$ cat src/hdl/plc_pkg.sv
// Package: shared request codes, status codes and cell control type.
`timescale 1ns / 1ps
package plc_pkg;

  // Request codes
  localparam logic [1:0] REQ_RETRIEVE = 2'd0;
  localparam logic [1:0] REQ_INSERT   = 2'd1;
  localparam logic [1:0] REQ_REMOVE   = 2'd2;

  // Status codes
  localparam logic [1:0] ST_DONE  = 2'd0;
  localparam logic [1:0] ST_RANGE = 2'd1;
  localparam logic [1:0] ST_FULL  = 2'd2;

  // Fixed field widths
  localparam int POS_BITS = 7;
  localparam int OUT_CODE_BITS = 32;
  localparam int LEN_BITS = 7;

  // Shift command broadcast to every cell
  typedef struct packed {
    logic ins;
    logic rem;
  } plc_op_t;

endpackage

$ cat src/hdl/plc_cell.sv
// One list slot: holds an entry and shifts toward either neighbor on command.
`timescale 1ns / 1ps
module plc_cell #(
  parameter int IDX = 0,
  parameter int IW = 6,
  parameter int CODE_BITS = 32
) (
  input  logic                 clk,
  input  plc_pkg::plc_op_t     op,
  input  logic [IW-1:0]        idx,
  input  logic [CODE_BITS-1:0] code,
  input  logic [CODE_BITS-1:0] left_q,
  input  logic [CODE_BITS-1:0] right_q,
  output logic [CODE_BITS-1:0] q,
  output logic [CODE_BITS-1:0] rd
);
  import plc_pkg::*;

  localparam logic [IW-1:0] MY_IDX = IW'(IDX);

  logic [CODE_BITS-1:0] q_r;
  logic [CODE_BITS-1:0] q_nxt;

  // Pick the next slot value: load, take from the left, take from the right, or hold
  always_comb begin
    q_nxt = q_r;
    if (op.ins) begin
      if (MY_IDX == idx) begin
        q_nxt = code;
      end else if (MY_IDX > idx) begin
        q_nxt = left_q;
      end
    end else if (op.rem && (MY_IDX >= idx)) begin
      q_nxt = right_q;
    end
  end

  always_ff @(posedge clk) begin
    q_r <= q_nxt;
  end

  assign q  = q_r;
  // Drive the read bus only when this slot is addressed
  assign rd = (MY_IDX == idx) ? q_r : '0;

endmodule

$ cat config.mk
export PLATFORM = sky130hd
export DESIGN_NAME = plc_cell
export DESIGN_NICKNAME = d
export VERILOG_FILES = /design/src/hdl/plc_pkg.sv /design/src/hdl/plc_cell.sv
export SDC_FILE = /design/constraint.sdc
export NUM_CORES = 1
export LEC_CHECK = 0
export ABC_CLOCK_PERIOD_IN_PS = 5250
export BUFFER_PORTS_ARGS = -buffer_cell sky130_fd_sc_hd__buf_2
export CORE_MARGIN = 3
export CORE_UTILIZATION = 39
export CTS_BUF_LIST = sky130_fd_sc_hd__clkbuf_8 sky130_fd_sc_hd__clkbuf_16
export DETAILED_ROUTE_END_ITERATION = 16
export HOLD_SLACK_MARGIN = 0.1
export PLACE_DENSITY = 0.81
export RECOVER_POWER = 100
export SYNTH_ARGS = -nofsm -noshare
export SYNTH_HDL_FRONTEND = slang
export SYNTH_SLANG_ARGS = --single-unit
$ cat constraint.sdc
create_clock -name clk -period 5.25 [get_ports clk]
set_clock_uncertainty 0.1 [all_clocks]
set_input_delay 0.525 -clock clk [delete_from_list [all_inputs] [get_ports clk]]
set_output_delay 0.525 -clock clk [all_outputs]
set_load 0.03 [all_outputs]
==> flow_metrics.tcl <==
set metrics [dict create \
    ir_worst_vdd_uv 167.4 \
    tightest_slew_ns 1.864 \
    cts_made_buffers 5 \
    cts_resized 0 \
    layout_min_cycle_time_ns 4.012 \
    largest_register_ffs 32 \
    num_rows 25 \
    place_area_um2 2805 \
    clk_path_buf_depth 2 \
    io_buffers 168 \
    required_ns 4.62 \
    tns_ns 0 \
    cts_sinks 32 \
    layout_common_cells "buf_2, clkbuf_1, nor2_1" \
    gp_congestion 0.7856 \
    leakage_nw 1.210 \
    hpwl_um 4745 \
    arrival_ns 3.39 \
    syn-num-nets 328 \
    fp.coreArea_um2 4911 \
    grt_usage 0.1938 \
    p_per_area_nw_per_um2 214.2 \
    critPathMaxFanout 33 \
    setup_viol 0 \
    slew-limit-headroom -0.2526 \
    wl_per_cell_um 14.79 \
    fmax_mhz 249.2 \
    mostFrequentLayoutCell "buf_2" \
    synth_area_um2 2056 \
    first_global_vias 2121 \
    clockRootBuffer "clkbuf_8" \
    grt_max_degree 66 \
    drive_gt1_frac 0.3130 \
    drc 0 \
    vias 2333 \
    hold_buffers 0 \
    period_share 0.7642 \
    setup_ws_ns 1.238 \
    area_growth_pct 37.13 \
    cts-htree-levels 2 \
    overflow 0 \
    post_cts_buffers 0 \
    hold_violations 0 \
    ios 169 \
    die_width_um 78.60 \
    synthCells 223 \
    run_status "finished with violations" \
    rsz0062_at_grt "false" \
    startpoint_type "primary input" \
    drtIter0Drc 157 \
    synth_area_per_cell_um2 9.218 \
    maxCapViolCount 1 \
    ys.warnings.count 0 \
    fin_util 0.5740 \
    grt_pass1_wl_um 9791 \
    dr.pass1.iters 4 \
    yosysSeqAreaShare 0.4674 \
    cts_tree "built" \
    fin_area_um2 2819 \
    via_per_inst 5.255 \
    netlist-cell-type-count 21 \
    drv_slew 16 \
    antenna_left 0 \
    die-area_um2 6178 \
    hold_class "primary input to flip-flop" \
    antenna_cells 0 \
    final_nets 481 \
    failed_checks "capacitance limit, slew limit" \
    antenna_found_initial 0 \
    dieHeight_um 78.60 \
    end_kind "output pin" \
    ys_ff_latch 32 \
    dp_slack_ns 1.982 \
    path_class "primary input to output pin" \
    clk_pin_slew_worst_paths_ns 0.06 \
    initial_core_util 0.4186 \
    nFillCells 505 \
    wirelength_um 6568 \
]
## metrics by stage
stage                     std cells  hold WS, ns  power, mW
after detailed placement        435       0.7805     0.3923
after global routing            444       0.4963     0.6304
after global placement          435       0.7775     0.3896
after floorplan                 223       0.6740     0.3480
final                           444       0.5048     0.6039
after CTS                       443       0.4962     0.6113
## Yosys cell counts
cell type	n	area, um^2
clkbuf_2	3	15.01
nand3_1	32	160.2
dlymetal6s2s_1	1	12.51
buf_4	1	7.510
dlygate4sd1_1	4	35.03
nor2_1	34	127.6
edfxtp_1	32	960.9
clkbuf_8	2	27.53
o21ai_1	13	65.06
or2_2	1	6.260
buf_1	1	3.750
or4_4	1	11.26
a31oi_1	32	200.2
nor4_4	1	21.27
clkbuf_1	5	18.77
nor3_1	1	5.000
buf_2	1	5.000
buf_6	6	67.56
o21ai_0	19	95.09
and3_1	32	200.2
dlygate4sd3_1	1	10.01
## layer usage
layer | track usage | vias to the layer above | wire [um]
li1 | - | 1149 | -
met1 | 0.2326 | 1065 | 2593
met2 | 0.3514 | 109 | 3439
met3 | 0.02982 | 10 | 439
met4 | 0.06294 | 0 | 95
met5 | 0 | - | 0
## layout make-up
| cell class | count | area (um^2) | share of cell area |
|---|---|---|---|
| Clock buffer | 5 | 68.82 | 0.02441 |
| Clock inverter | 3 | 37.54 | 0.01332 |
| Multi-Input combinational cell | 166 | 884.6 | 0.3138 |
| Sequential cell | 32 | 960.9 | 0.3409 |
| Tap cell | 67 | 83.83 | 0.02974 |
| Timing Repair Buffer | 171 | 783.3 | 0.2779 |
## power breakdown
part           switching (mW)  internal [mW]
sequential            0.00125          0.286
combinational          0.0544         0.0435
clock                  0.0807          0.138
total                   0.136          0.468
## cells by family (layout without fill, tap and decap cells)
kind of cell,Yosys count,in the layout,synth area share
AOI/OAI and AO/OA,64,64,0.1753
buffers and inverters,25,179,0.09859
DFF,32,32,0.4674
and+or+nand+nor,102,102,0.2587
## worst max-delay path, stage by stage
cell	delay [ns]
clkbuf_1	0.09
nor4_1	1.08
clkbuf_1	0.73
buf_4	0.43
and3_1	0.21
clkbuf_1	0.31
## worst paths after layout
check / start / cells past startpoint / slack, ns / to
worst max-delay path: idx[3] / 6 / 1.24 / rd[22]
worst min-delay path: right_q[16] / 3 / 0.50 / q[16]$_DFFE_PP_
No activity file was read; power rests on OpenSTA's default activity.
